[src/rtl/core/ktlt_pkg.sv]
// Package for the keyed total leader tracker.
// Holds table sizing, request and status codes, and the structs shared by the modules.
`default_nettype none

package ktlt_pkg;

  localparam int TABLE_ENTRIES = 64;
  localparam int IDX_W         = (TABLE_ENTRIES > 1) ? $clog2(TABLE_ENTRIES) : 1;
  localparam int CNT_W         = IDX_W + 1;
  localparam int KEY_W         = 31;
  localparam int TOT_W         = 32;
  localparam int ENTRY_W       = KEY_W + TOT_W;

  localparam logic signed [TOT_W-1:0] BEST_START = -32'sd100;

  typedef enum logic [1:0] {
    REQ_ADD   = 2'd0,
    REQ_QUERY = 2'd1
  } req_e;

  typedef enum logic [1:0] {
    STATUS_LEADER  = 2'd0,
    STATUS_NODATA  = 2'd1,
    STATUS_INVALID = 2'd2,
    STATUS_FULL    = 2'd3
  } status_e;

  typedef enum logic [2:0] {
    S_IDLE,
    S_SEARCH,
    S_ADD,
    S_WRITE,
    S_FULL
  } ctrl_state_e;

  // Total update offered to the leader tracker
  typedef struct packed {
    logic                    valid;
    logic [KEY_W-1:0]        key;
    logic signed [TOT_W-1:0] total;
  } upd_t;

  // Current leader as seen by the controller
  typedef struct packed {
    logic             valid;
    logic [KEY_W-1:0] key;
  } ldr_t;

  // One result toward the output register
  typedef struct packed {
    logic             valid;
    status_e          status;
    logic [KEY_W-1:0] key;
  } res_t;

endpackage

`default_nettype wire

[src/rtl/core/ktlt_ram.sv]
// Generic single-port-write, single-port-read RAM with registered read data.
// No dependencies.
`default_nettype none

module ktlt_ram #(
  parameter int WIDTH = 8,
  parameter int DEPTH = 16
) (
  input  wire logic                                      clk_i,
  input  wire logic                                      we_i,
  input  wire logic [((DEPTH > 1) ? $clog2(DEPTH) : 1)-1:0] waddr_i,
  input  wire logic [WIDTH-1:0]                          wdata_i,
  input  wire logic [((DEPTH > 1) ? $clog2(DEPTH) : 1)-1:0] raddr_i,
  output logic      [WIDTH-1:0]                          rdata_o
);

  logic [WIDTH-1:0] mem_q [DEPTH];

  always_ff @(posedge clk_i) begin
    if (we_i) begin
      mem_q[waddr_i] <= wdata_i;
    end
    rdata_o <= mem_q[raddr_i];
  end

endmodule

`default_nettype wire

[src/rtl/core/ktlt_leader.sv]
// Leader register: best total, its key and a valid flag.
// Depends on ktlt_pkg.
`default_nettype none

module ktlt_leader (
  input  wire logic          clk_i,
  input  wire logic          rst_ni,
  input  wire ktlt_pkg::upd_t upd_i,
  output ktlt_pkg::ldr_t      ldr_o
);
  import ktlt_pkg::*;

  logic signed [TOT_W-1:0] best_total_q, best_total_d;
  logic [KEY_W-1:0]        best_key_q, best_key_d;
  logic                    valid_q, valid_d;

  always_comb begin
    best_total_d = best_total_q;
    best_key_d   = best_key_q;
    valid_d      = valid_q;
    // take over only on a strictly greater total
    if (upd_i.valid && (upd_i.total > best_total_q)) begin
      best_total_d = upd_i.total;
      best_key_d   = upd_i.key;
      valid_d      = 1'b1;
    end
  end

  always_ff @(posedge clk_i or negedge rst_ni) begin
    if (!rst_ni) begin
      best_total_q <= BEST_START;
      best_key_q   <= '0;
      valid_q      <= 1'b0;
    end else begin
      best_total_q <= best_total_d;
      best_key_q   <= best_key_d;
      valid_q      <= valid_d;
    end
  end

  assign ldr_o.valid = valid_q;
  assign ldr_o.key   = best_key_q;

endmodule

`default_nettype wire

[src/rtl/core/ktlt_ctrl.sv]
// Request sequencer: answers queries from the leader, linear key search over the entry RAM, saturating add, write back.
// Depends on ktlt_pkg and ktlt_ram.
`default_nettype none

module ktlt_ctrl (
  input  wire logic                           clk_i,
  input  wire logic                           rst_ni,
  input  wire logic                           in_valid_i,
  output logic                                in_stall_o,
  input  wire logic [1:0]                     req_type_i,
  input  wire logic [ktlt_pkg::KEY_W-1:0]     entry_key_i,
  input  wire logic signed [ktlt_pkg::TOT_W-1:0] amount_i,
  input  wire logic                           slot_free_i,
  input  wire ktlt_pkg::ldr_t                 ldr_i,
  output ktlt_pkg::upd_t                      upd_o,
  output ktlt_pkg::res_t                      res_o
);
  import ktlt_pkg::*;

  function automatic logic signed [TOT_W-1:0] sat_add(
    input logic signed [TOT_W-1:0] a,
    input logic signed [TOT_W-1:0] b
  );
    logic signed [TOT_W:0] s;
    logic signed [TOT_W-1:0] r;
    s = {a[TOT_W-1], a} + {b[TOT_W-1], b};
    if (s[TOT_W] != s[TOT_W-1]) begin
      r = s[TOT_W] ? {1'b1, {(TOT_W-1){1'b0}}} : {1'b0, {(TOT_W-1){1'b1}}};
    end else begin
      r = s[TOT_W-1:0];
    end
    return r;
  endfunction

  ctrl_state_e             state_q, state_d;
  logic [KEY_W-1:0]        key_q, key_d;
  logic signed [TOT_W-1:0] amt_q, amt_d;
  logic signed [TOT_W-1:0] tot_q, tot_d;
  logic [IDX_W-1:0]        rd_idx_q, rd_idx_d;
  logic [IDX_W-1:0]        slot_q, slot_d;
  logic                    is_new_q, is_new_d;
  logic [CNT_W-1:0]        used_q, used_d;

  logic [CNT_W-1:0]        nxt_idx;
  logic [IDX_W-1:0]        raddr;
  logic                    we;
  logic [ENTRY_W-1:0]      rdata;
  logic [KEY_W-1:0]        rd_key;
  logic signed [TOT_W-1:0] rd_tot;
  logic                    take;

  assign nxt_idx = {1'b0, rd_idx_q} + CNT_W'(1);
  // probe entry zero while idle, the next entry while searching
  assign raddr   = (state_q == S_IDLE) ? '0 : nxt_idx[IDX_W-1:0];
  assign rd_key  = rdata[ENTRY_W-1:TOT_W];
  assign rd_tot  = rdata[TOT_W-1:0];

  ktlt_ram #(
    .WIDTH (ENTRY_W),
    .DEPTH (TABLE_ENTRIES)
  ) u_entry_ram (
    .clk_i   (clk_i),
    .we_i    (we),
    .waddr_i (slot_q),
    .wdata_i ({key_q, tot_q}),
    .raddr_i (raddr),
    .rdata_o (rdata)
  );

  assign in_stall_o = !((state_q == S_IDLE) && slot_free_i);
  assign take       = in_valid_i && !in_stall_o;

  always_comb begin
    state_d   = state_q;
    key_d     = key_q;
    amt_d     = amt_q;
    tot_d     = tot_q;
    rd_idx_d  = rd_idx_q;
    slot_d    = slot_q;
    is_new_d  = is_new_q;
    used_d    = used_q;
    we        = 1'b0;
    upd_o     = '0;
    res_o     = '0;

    case (state_q)
      S_IDLE: begin
        if (take) begin
          key_d = entry_key_i;
          amt_d = amount_i;
          case (req_type_i)
            REQ_ADD: begin
              if (entry_key_i == '0) begin
                res_o.valid  = 1'b1;
                res_o.status = STATUS_INVALID;
              end else if (used_q == '0) begin
                slot_d   = '0;
                tot_d    = '0;
                is_new_d = 1'b1;
                state_d  = S_ADD;
              end else begin
                rd_idx_d = '0;
                state_d  = S_SEARCH;
              end
            end
            REQ_QUERY: begin
              res_o.valid  = 1'b1;
              res_o.status = ldr_i.valid ? STATUS_LEADER : STATUS_NODATA;
              res_o.key    = ldr_i.valid ? ldr_i.key : '0;
            end
            default: begin
              res_o.valid  = 1'b1;
              res_o.status = STATUS_INVALID;
            end
          endcase
        end
      end
      S_SEARCH: begin
        if (rd_key == key_q) begin
          slot_d   = rd_idx_q;
          tot_d    = rd_tot;
          is_new_d = 1'b0;
          state_d  = S_ADD;
        end else if (nxt_idx < used_q) begin
          rd_idx_d = nxt_idx[IDX_W-1:0];
        end else if (used_q == CNT_W'(TABLE_ENTRIES)) begin
          state_d = S_FULL;
        end else begin
          // append new key with a zero total
          slot_d   = used_q[IDX_W-1:0];
          tot_d    = '0;
          is_new_d = 1'b1;
          state_d  = S_ADD;
        end
      end
      S_ADD: begin
        tot_d   = sat_add(tot_q, amt_q);
        state_d = S_WRITE;
      end
      S_WRITE: begin
        we          = 1'b1;
        upd_o.valid = 1'b1;
        upd_o.key   = key_q;
        upd_o.total = tot_q;
        if (is_new_q) begin
          used_d = used_q + CNT_W'(1);
        end
        state_d = S_IDLE;
      end
      S_FULL: begin
        // hold until the output register can take the drop report
        if (slot_free_i) begin
          res_o.valid  = 1'b1;
          res_o.status = STATUS_FULL;
          state_d      = S_IDLE;
        end
      end
      default: begin
        state_d = S_IDLE;
      end
    endcase
  end

  always_ff @(posedge clk_i or negedge rst_ni) begin
    if (!rst_ni) begin
      state_q <= S_IDLE;
      used_q  <= '0;
    end else begin
      state_q <= state_d;
      used_q  <= used_d;
    end
  end

  always_ff @(posedge clk_i) begin
    key_q    <= key_d;
    amt_q    <= amt_d;
    tot_q    <= tot_d;
    rd_idx_q <= rd_idx_d;
    slot_q   <= slot_d;
    is_new_q <= is_new_d;
  end

endmodule

`default_nettype wire

[src/rtl/core/keyed_total_leader_tracker_top.sv]
// Results: a query or invalid request is answered in the cycle after the transfer; an add gives no
// result unless the table is full, and steps through search (skipped on an empty table, one RAM
// probe a cycle), add and write. One request at a time: the linear key search over the entry RAM
// holds further requests off until an add is done; a query takes no further state.
// Reset: asynchronous, active low; clears fill count, leader and output valid, RAM left as is.
// Depends on ktlt_pkg, ktlt_ctrl, ktlt_leader, ktlt_ram.
`default_nettype none

module keyed_total_leader_tracker_top (
  input  wire logic                              clk_i,
  input  wire logic                              rst_ni,
  input  wire logic                              in_valid_i,
  output logic                                   in_stall_o,
  input  wire logic [1:0]                        req_type_i,
  input  wire logic [ktlt_pkg::KEY_W-1:0]        entry_key_i,
  input  wire logic signed [ktlt_pkg::TOT_W-1:0] amount_i,
  output logic                                   out_valid_o,
  input  wire logic                              out_stall_i,
  output logic [1:0]                             status_o,
  output logic [ktlt_pkg::KEY_W-1:0]             leader_key_o
);
  import ktlt_pkg::*;

  upd_t             upd;
  ldr_t             ldr;
  res_t             res;
  logic             slot_free;
  logic             out_valid_q, out_valid_d;
  status_e          status_q, status_d;
  logic [KEY_W-1:0] key_q, key_d;

  assign slot_free = !out_valid_q || !out_stall_i;

  ktlt_ctrl u_ctrl (
    .clk_i       (clk_i),
    .rst_ni      (rst_ni),
    .in_valid_i  (in_valid_i),
    .in_stall_o  (in_stall_o),
    .req_type_i  (req_type_i),
    .entry_key_i (entry_key_i),
    .amount_i    (amount_i),
    .slot_free_i (slot_free),
    .ldr_i       (ldr),
    .upd_o       (upd),
    .res_o       (res)
  );

  ktlt_leader u_leader (
    .clk_i  (clk_i),
    .rst_ni (rst_ni),
    .upd_i  (upd),
    .ldr_o  (ldr)
  );

  // output register: load on a new result, drop after the transfer
  always_comb begin
    out_valid_d = out_valid_q;
    status_d    = status_q;
    key_d       = key_q;
    if (res.valid) begin
      out_valid_d = 1'b1;
      status_d    = res.status;
      key_d       = res.key;
    end else if (out_valid_q && !out_stall_i) begin
      out_valid_d = 1'b0;
    end
  end

  always_ff @(posedge clk_i or negedge rst_ni) begin
    if (!rst_ni) begin
      out_valid_q <= 1'b0;
    end else begin
      out_valid_q <= out_valid_d;
    end
  end

  always_ff @(posedge clk_i) begin
    status_q <= status_d;
    key_q    <= key_d;
  end

  assign out_valid_o  = out_valid_q;
  assign status_o     = status_q;
  assign leader_key_o = key_q;

endmodule

`default_nettype wire

[config.mk]
export PLATFORM = sky130hd
export DESIGN_NAME = keyed_total_leader_tracker_top
export DESIGN_NICKNAME = d
export VERILOG_FILES = /design/src/rtl/core/ktlt_pkg.sv /design/src/rtl/core/ktlt_ram.sv /design/src/rtl/core/ktlt_leader.sv /design/src/rtl/core/ktlt_ctrl.sv /design/src/rtl/core/keyed_total_leader_tracker_top.sv
export SDC_FILE = /design/constraint.sdc
export NUM_CORES = 2
export LEC_CHECK = 0
export BUFFER_PORTS_ARGS = -buffer_cell sky130_fd_sc_hd__buf_2
export CELL_PAD_IN_SITES_DETAIL_PLACEMENT = 0
export CELL_PAD_IN_SITES_GLOBAL_PLACEMENT = 1
export CORE_ASPECT_RATIO = 0.8
export CORE_MARGIN = 2
export CORE_UTILIZATION = 55
export DETAILED_ROUTE_END_ITERATION = 12
export PLACE_DENSITY_LB_ADDON = 0.1
export SYNTH_ARGS = -nofsm -noshare
export SYNTH_HDL_FRONTEND = slang
export SYNTH_HIERARCHICAL = 1
export SYNTH_SLANG_ARGS = --single-unit
[constraint.sdc]
create_clock -name clk_i -period 7 [get_ports clk_i]
set_input_delay 1.4 -clock clk_i [delete_from_list [all_inputs] [get_ports clk_i]]
set_output_delay 1.4 -clock clk_i [all_outputs]
set_load 0.02 [all_outputs]
# After elaboration in Yosys (flattened, before gate mapping)
# Memories as Yosys holds them, arrays and structs flattened. A register that Yosys moved wholly into a read port is not among the register bits.
# Index checks and enable logic that the tools add are counted.
# word_totals
reg_bits	216
latchBits	0
ramBits	4032
rom_bits	0
in_bits	69
output_inout_bits	35
wordCells	117
memories	1
# op_classes
n_addsub	3
multipliers	0
div_mod_pow	0
magnitude_cmp	2
eq_ne	18
n_shift	0
mux	57
bitwise	0
reduce_logical	22
# memory_table
memory	words	width	rd	rd_clocked_by_memory_dff	wr	line_no	text
u_ctrl.u_entry_ram.mem_q	64	63	1	1	1	ktlt_ram.sv:17	logic [WIDTH-1:0] mem_q [DEPTH];
# op_table
op	count
$mux 32	9
$pmux 32 s3	1
$mux 6	14
$mux 64	1
$mux 31	2
$mux 34	1
$add 32x32->33	1
$gt 32x32->1	1
$eq 31x31->1	1
$logic_not 31->1	1
$mux 3	9
$pmux 6 s2	2
$reduce_and 7->1	3
$mux 1	13
$pmux 3 s2	2
$pmux 3 s4	1
$ne 2x2->1 const B	5
$add 6x1->7 const B	1
$add 7x1->7 const B	1
$eq 7x7->1 const B	1
$logic_not 7->1	1
$lt 7x7->1	1
$eq 3x2->1 const B	2
$ne 2x1->1 const B	3
17 further kinds	25

# Logic depth before layout (Yosys ltp)
# logic_depth
depth_word	7
mapped_depth	17
ltp_nobuf	12

# Cells and area by module
# The synthesis kept the hierarchy.
# by_module_without_submodules
mod	n_inst	cells_per_inst	area_each_um2	seq_area_each_um2
ktlt_ram	1	6555	153280.8	122337.3
ktlt_ctrl	1	771	7608.5	3493.4
ktlt_leader	1	915	7029.2	1636.6
keyed_total_leader_tracker_top	1	36	1027.2	1016.0

# Worst setup path before layout
# Ideal clock, no wire load.
# synth_path
kind	register to register
start	register u_ctrl.state_q[1]
end	memory u_ctrl/u_entry_ram/mem_q[48][0] (netlist bit) (enable)
setup_time_ns	0.561
t_arrival_ns	5.931
t_required_ns	6.439
path_slack_ns	0.508
stages_incl_launch_ff	8
n_path_buf	2
period_less_slack_ns	6.492
path_cell_list	dfrtp_1 clkbuf_1 inv_1 nor3b_1 clkbuf_1 nor2b_1 nand4b_1 nor3_1
# synth_via
elab_chain_cells	4
# synth_rtl
item	line_no	text
from (decl)	ktlt_ctrl.sv:35	ctrl_state_e state_q, state_d;
from (signal assigned)	ktlt_ctrl.sv:169	state_q <= state_d;
$eq 3x2->1	ktlt_ctrl.sv:86	case (state_q)
$mux 1	ktlt_ctrl.sv:86	
named net u_ctrl.we	ktlt_ctrl.sv:46	logic we;
$mux 1	ktlt_ram.sv:20	if (we_i) begin
$mux 1 (not written as such)	ktlt_ram.sv:21	mem_q[waddr_i] <= wdata_i;
to (decl)	ktlt_ram.sv:17	
# The timed path passes the listed nets, and every way through them passes these cells.

==> run_summary.xml <==
<?xml version="1.0" encoding="UTF-8"?>
<metrics>
  <group name="timing">
    <metric name="period_needed" unit="ns">5.41</metric>
    <metric name="finalHoldViolations" unit="">0</metric>
    <metric name="grt_setup_unrepaired" unit="">false</metric>
    <metric name="setup-tns-final" unit="ns">0</metric>
    <metric name="timing.final.ws_setup" unit="ns">1.59</metric>
    <metric name="setup_viol_count_final" unit="">0</metric>
    <metric name="fmax" unit="MHz">185</metric>
    <metric name="clock-skew-final" unit="ns">0.0713</metric>
    <metric name="tightest_slew" unit="ns">1.33</metric>
    <metric name="min_period_over_period" unit="%">77.3</metric>
    <metric name="slew-limit-headroom" unit="%">10.1</metric>
    <metric name="slew_viol_final" unit="">0</metric>
  </group>
  <group name="clock_tree">
    <metric name="clock_sinks" unit="">4311</metric>
    <metric name="ctsRootBufferMaster" unit="">sky130_fd_sc_hd__clkbuf_16</metric>
    <metric name="clk_transition_reported_paths" unit="ns">0.07</metric>
    <metric name="post_cts.resized_instances" unit="">0</metric>
    <metric name="tritoncts" unit="">yes</metric>
    <metric name="cts_hold_buf" unit="">0</metric>
    <metric name="clock_insertion_delay_worst_skew" unit="ns">0.95</metric>
    <metric name="cts_inserted_buffers" unit="">413</metric>
    <metric name="post-cts-setup-buffers" unit="">0</metric>
    <metric name="clk_path_buf_depth" unit="">4</metric>
    <metric name="clock_tree.htree_level_count" unit="">5</metric>
  </group>
  <group name="global_routing">
    <metric name="grt_use_total" unit="%">32.6</metric>
    <metric name="grt_pass1_vias" unit="">87700</metric>
    <metric name="grt_antenna_before_repair" unit="">34</metric>
    <metric name="first_pass_grt_wire_length" unit="um">702000</metric>
    <metric name="grt_overflow" unit="">0</metric>
    <metric name="grt_max_degree" unit="">135</metric>
  </group>
  <group name="power">
    <metric name="clock_power_share" unit="%">25.7</metric>
    <metric name="cell_internal_pwr" unit="mW">56.7</metric>
    <metric name="worst_ir_drop_vdd" unit="mV">0.501</metric>
    <metric name="power.switching_fraction" unit="%">35.0</metric>
    <metric name="p_leak" unit="nW">59.0</metric>
    <metric name="comb_power_share" unit="%">36.4</metric>
    <metric name="p_switching" unit="mW">30.5</metric>
    <metric name="pwr-share-seq" unit="%">38.0</metric>
    <metric name="power_per_cell_area" unit="mW/mm2">461</metric>
  </group>
  <group name="route">
    <metric name="routed-via-count" unit="">91700</metric>
    <metric name="postRouteWirelength" unit="um">510000</metric>
    <metric name="drc_errors" unit="">0</metric>
    <metric name="viasPerCell" unit="">7.07</metric>
    <metric name="detailedRoute.firstPassIterationCount" unit="">6</metric>
    <metric name="met2_length" unit="um">228000</metric>
    <metric name="routed_wire_length_per_instance" unit="um">39.3</metric>
    <metric name="top_signal_layer_used" unit="">met5</metric>
    <metric name="first_iteration_detailed_routing_drc_count" unit="">14500</metric>
    <metric name="met1Wirelength" unit="um">203000</metric>
    <metric name="antenna_left" unit="">0</metric>
    <metric name="dr_wl_met3" unit="um">61500</metric>
  </group>
  <group name="hold_path">
    <metric name="hold_class" unit="">primary input to asynchronous set/reset pin</metric>
  </group>
  <group name="logic_synthesis">
    <metric name="edff_count_synth" unit="">4173</metric>
    <metric name="synth.mux.area_fraction" unit="%">13.5</metric>
    <metric name="ys.flop_type" unit="">sky130_fd_sc_hd__edfxtp_1</metric>
    <metric name="ys_seq_area_share" unit="%">76.0</metric>
    <metric name="ys_seq_elements" unit="">4311</metric>
    <metric name="yosys.area_share.adder" unit="%">0.552</metric>
    <metric name="synthCells" unit="">8277</metric>
    <metric name="synth-xor-area-share" unit="%">0.353</metric>
    <metric name="synth.lib_cells_used.distinct" unit="">73</metric>
    <metric name="yosys_warnings" unit="">6</metric>
    <metric name="synth-compound-area-share" unit="%">4.54</metric>
    <metric name="dominant_combinational_cell_family_by_area_after_synthesis" unit="">multiplexers</metric>
    <metric name="synth_simple_gate_area_share" unit="%">3.38</metric>
    <metric name="synthesis.area" unit="mm2">0.169</metric>
    <metric name="syn_area_per_cell" unit="um2">20.4</metric>
    <metric name="synth_fp_nets" unit="">8420</metric>
    <metric name="ffs_w_async_s_r_synth" unit="%">1.74</metric>
  </group>
  <group name="final_layout">
    <metric name="final_cell_area" unit="mm2">0.189</metric>
    <metric name="mostFrequentLayoutCells" unit="">4173 x sky130_fd_sc_hd__edfxtp_1, 963 x sky130_fd_sc_hd__mux4_2, 422 x sky130_fd_sc_hd__clkbuf_16</metric>
    <metric name="finalNetCount" unit="">8715</metric>
    <metric name="final_layout_size_suffix_gt1_share" unit="%">24.0</metric>
    <metric name="layout.cells.most_common" unit="">sky130_fd_sc_hd__edfxtp_1</metric>
    <metric name="layout_stage_area_growth_over_the_synthesis_result" unit="%">12.0</metric>
  </group>
  <group name="placement">
    <metric name="gp_congestion" unit="">0.889</metric>
    <metric name="dp_hpwl" unit="um">282000</metric>
    <metric name="dpl_cell_area" unit="mm2">0.176</metric>
    <metric name="placement.io_buffers" unit="">103</metric>
    <metric name="place_ws" unit="ns">1.84</metric>
  </group>
  <group name="worst_setup_path">
    <metric name="critical_path.startpoint_type" unit="">flip-flop</metric>
    <metric name="register_to_register_setup_slack" unit="ns">1.59</metric>
    <metric name="worstPathMaxFanout" unit="">110</metric>
    <metric name="worstSetupPathType" unit="">flip-flop to flip-flop</metric>
    <metric name="timing.rr.start" unit="">u_ctrl/state_q[0]</metric>
    <metric name="worst_r2r_endpoint" unit="">u_leader/best_total_q[31]</metric>
    <metric name="logic_depth_of_the_worst_register_to_register_path" unit="">10</metric>
    <metric name="timing.critical_path.required" unit="ns">7.80</metric>
    <metric name="worstSetupEndpointType" unit="">flip-flop</metric>
    <metric name="crit_arrival" unit="ns">6.21</metric>
  </group>
  <group name="floorplan">
    <metric name="design.die.area" unit="mm2">0.312</metric>
    <metric name="initial_core_util" unit="%">55.4</metric>
    <metric name="fp-row-count" unit="">181</metric>
    <metric name="design.core.area" unit="mm2">0.305</metric>
    <metric name="num_ports" unit="">104</metric>
    <metric name="die-width" unit="um">624</metric>
    <metric name="dieHeight" unit="um">500</metric>
  </group>
  <group name="flow_run">
    <metric name="cap_viol_max_count" unit="">0</metric>
  </group>
  <group name="run_status">
    <metric name="run_status" unit="">finished, final reports clean</metric>
  </group>
</metrics>
-- synth_stat cells (all sizes together) (71+ instances only) --
master / instances / area (um2)
edfxtp: 4173 / 125000
mux4: 963 / 21700
clkbuf: 306 / 1150
o22ai: 303 / 1900
buf: 231 / 1370
nand2: 204 / 766
nor2: 194 / 731
nor3: 128 / 641
a22oi: 115 / 863
mux2i: 111 / 1110
a211oi: 105 / 788
o2111ai: 100 / 876
and2: 99 / 619
nor2b: 95 / 594
nand2b: 79 / 494
a31oi: 76 / 475
ha: 73 / 913
a21o: 71 / 534
-- layer usage --
metal	track usage, %	vias up
li1	-	35500
met1	49.9	49300
met2	48.0	6056
met3	6.43	827
met4	9.78	19
met5	0.616	-
-- cell type report --
| class | count | area [um2] |
|---|---|---|
| sequential | 4311 | 128000 |
| fill | 21000 | 116000 |
| multi-input combinational | 3369 | 38500 |
| clock buffer | 560 | 11400 |
| tap | 4026 | 5040 |
| timing repair buffer | 417 | 3550 |
| clock inverter | 197 | 2040 |
| inverter | 60 | 225 |
| antenna | 16 | 40.0 |
-- kinds of logic (layout without fill, tap and decap cells) --
family,count (synthesis),after routing
flops,4311,4311
compound gates,1080,1080
mux,1075,1075
simple gates,1072,1072
buf+inv,597,1234
fa+ha+maj,74,74
xor+xnor,68,68
other cells,0,16
-- sequential cells by signal (all words and copies together), names as in the netlist --
name	flops
u_ctrl/u_entry_ram/mem_q	4032
u_ctrl/u_entry_ram/rdata_o	63
u_ctrl/amt_q	32
u_ctrl/tot_q	32
u_leader/best_total_q	32
leader_key_o	31
u_ctrl/key_q	31
u_leader/best_key_q	31
u_ctrl/used_q	7
u_ctrl/rd_idx_q	6
u_ctrl/slot_q	6
u_ctrl/state_q	3
status_o	2
out_valid_o	1
u_ctrl/is_new_q	1
u_leader/valid_q	1
-- worst max-delay path, cell delays in order (launching register included) --
cell                        delay, ns
sky130_fd_sc_hd__dfrtp_1         0.64
sky130_fd_sc_hd__nor3b_2         0.71
sky130_fd_sc_hd__buf_12          0.42
sky130_fd_sc_hd__and2_1          0.26
sky130_fd_sc_hd__ha_1            0.27
sky130_fd_sc_hd__nand4_1         0.18
sky130_fd_sc_hd__or4_2           0.59
sky130_fd_sc_hd__buf_4           0.57
sky130_fd_sc_hd__o21a_4          1.05
sky130_fd_sc_hd__nand4b_1        0.21
sky130_fd_sc_hd__o2111ai_1       0.20
-- through the flow --
| stage | power (mW) | utilization [%] | std cells | hold slack [ns] |
|---|---|---|---|---|
| after floorplan | 53.8 | - | 8277 | 0.455 |
| after global placement | 64.8 | 57.7 | 12200 | 0.497 |
| after detailed placement | 65.1 | 57.7 | 12200 | 0.497 |
| after CTS | 87.3 | 62.1 | 12900 | 0.407 |
| after global routing | 90.1 | 62.1 | 12900 | 0.456 |
| final | 87.2 | 62.1 | 13000 | 0.451 |
-- worst max path at each step --
| stage | from | to | slack, ns | cells after the start |
|---|---|---|---|---|
| 2_1_floorplan | u_ctrl/state_q[1] | u_ctrl/u_entry_ram/mem_q[48][0] | 0.51 | 7 |
| 3_3_place_gp | u_ctrl/state_q[0] | u_leader/valid_q | 1.89 | 13 |
| 3_5_place_dp | u_ctrl/state_q[0] | u_leader/best_total_q[1] | 1.84 | 10 |
| 4_1_cts | u_ctrl/state_q[0] | u_leader/best_total_q[1] | 1.79 | 10 |
| 5_1_grt | u_ctrl/state_q[0] | u_leader/best_total_q[31] | 1.42 | 10 |
| 6_report | u_ctrl/state_q[0] | u_leader/best_total_q[31] | 1.59 | 10 |
-- power groups by stage --
stage | combinational (mW) | clock, mW | sequential (mW)
6_report | 31.7 | 22.4 | 33.1
5_1_grt | 33.4 | 23.6 | 33.2
4_1_cts | 31.6 | 22.6 | 33.1
3_5_place_dp | 31.5 | 0 | 33.6
3_3_place_gp | 31.2 | 0 | 33.6
2_1_floorplan | 19.9 | 0 | 34.0
No activity file was read; power rests on OpenSTA's default activity.
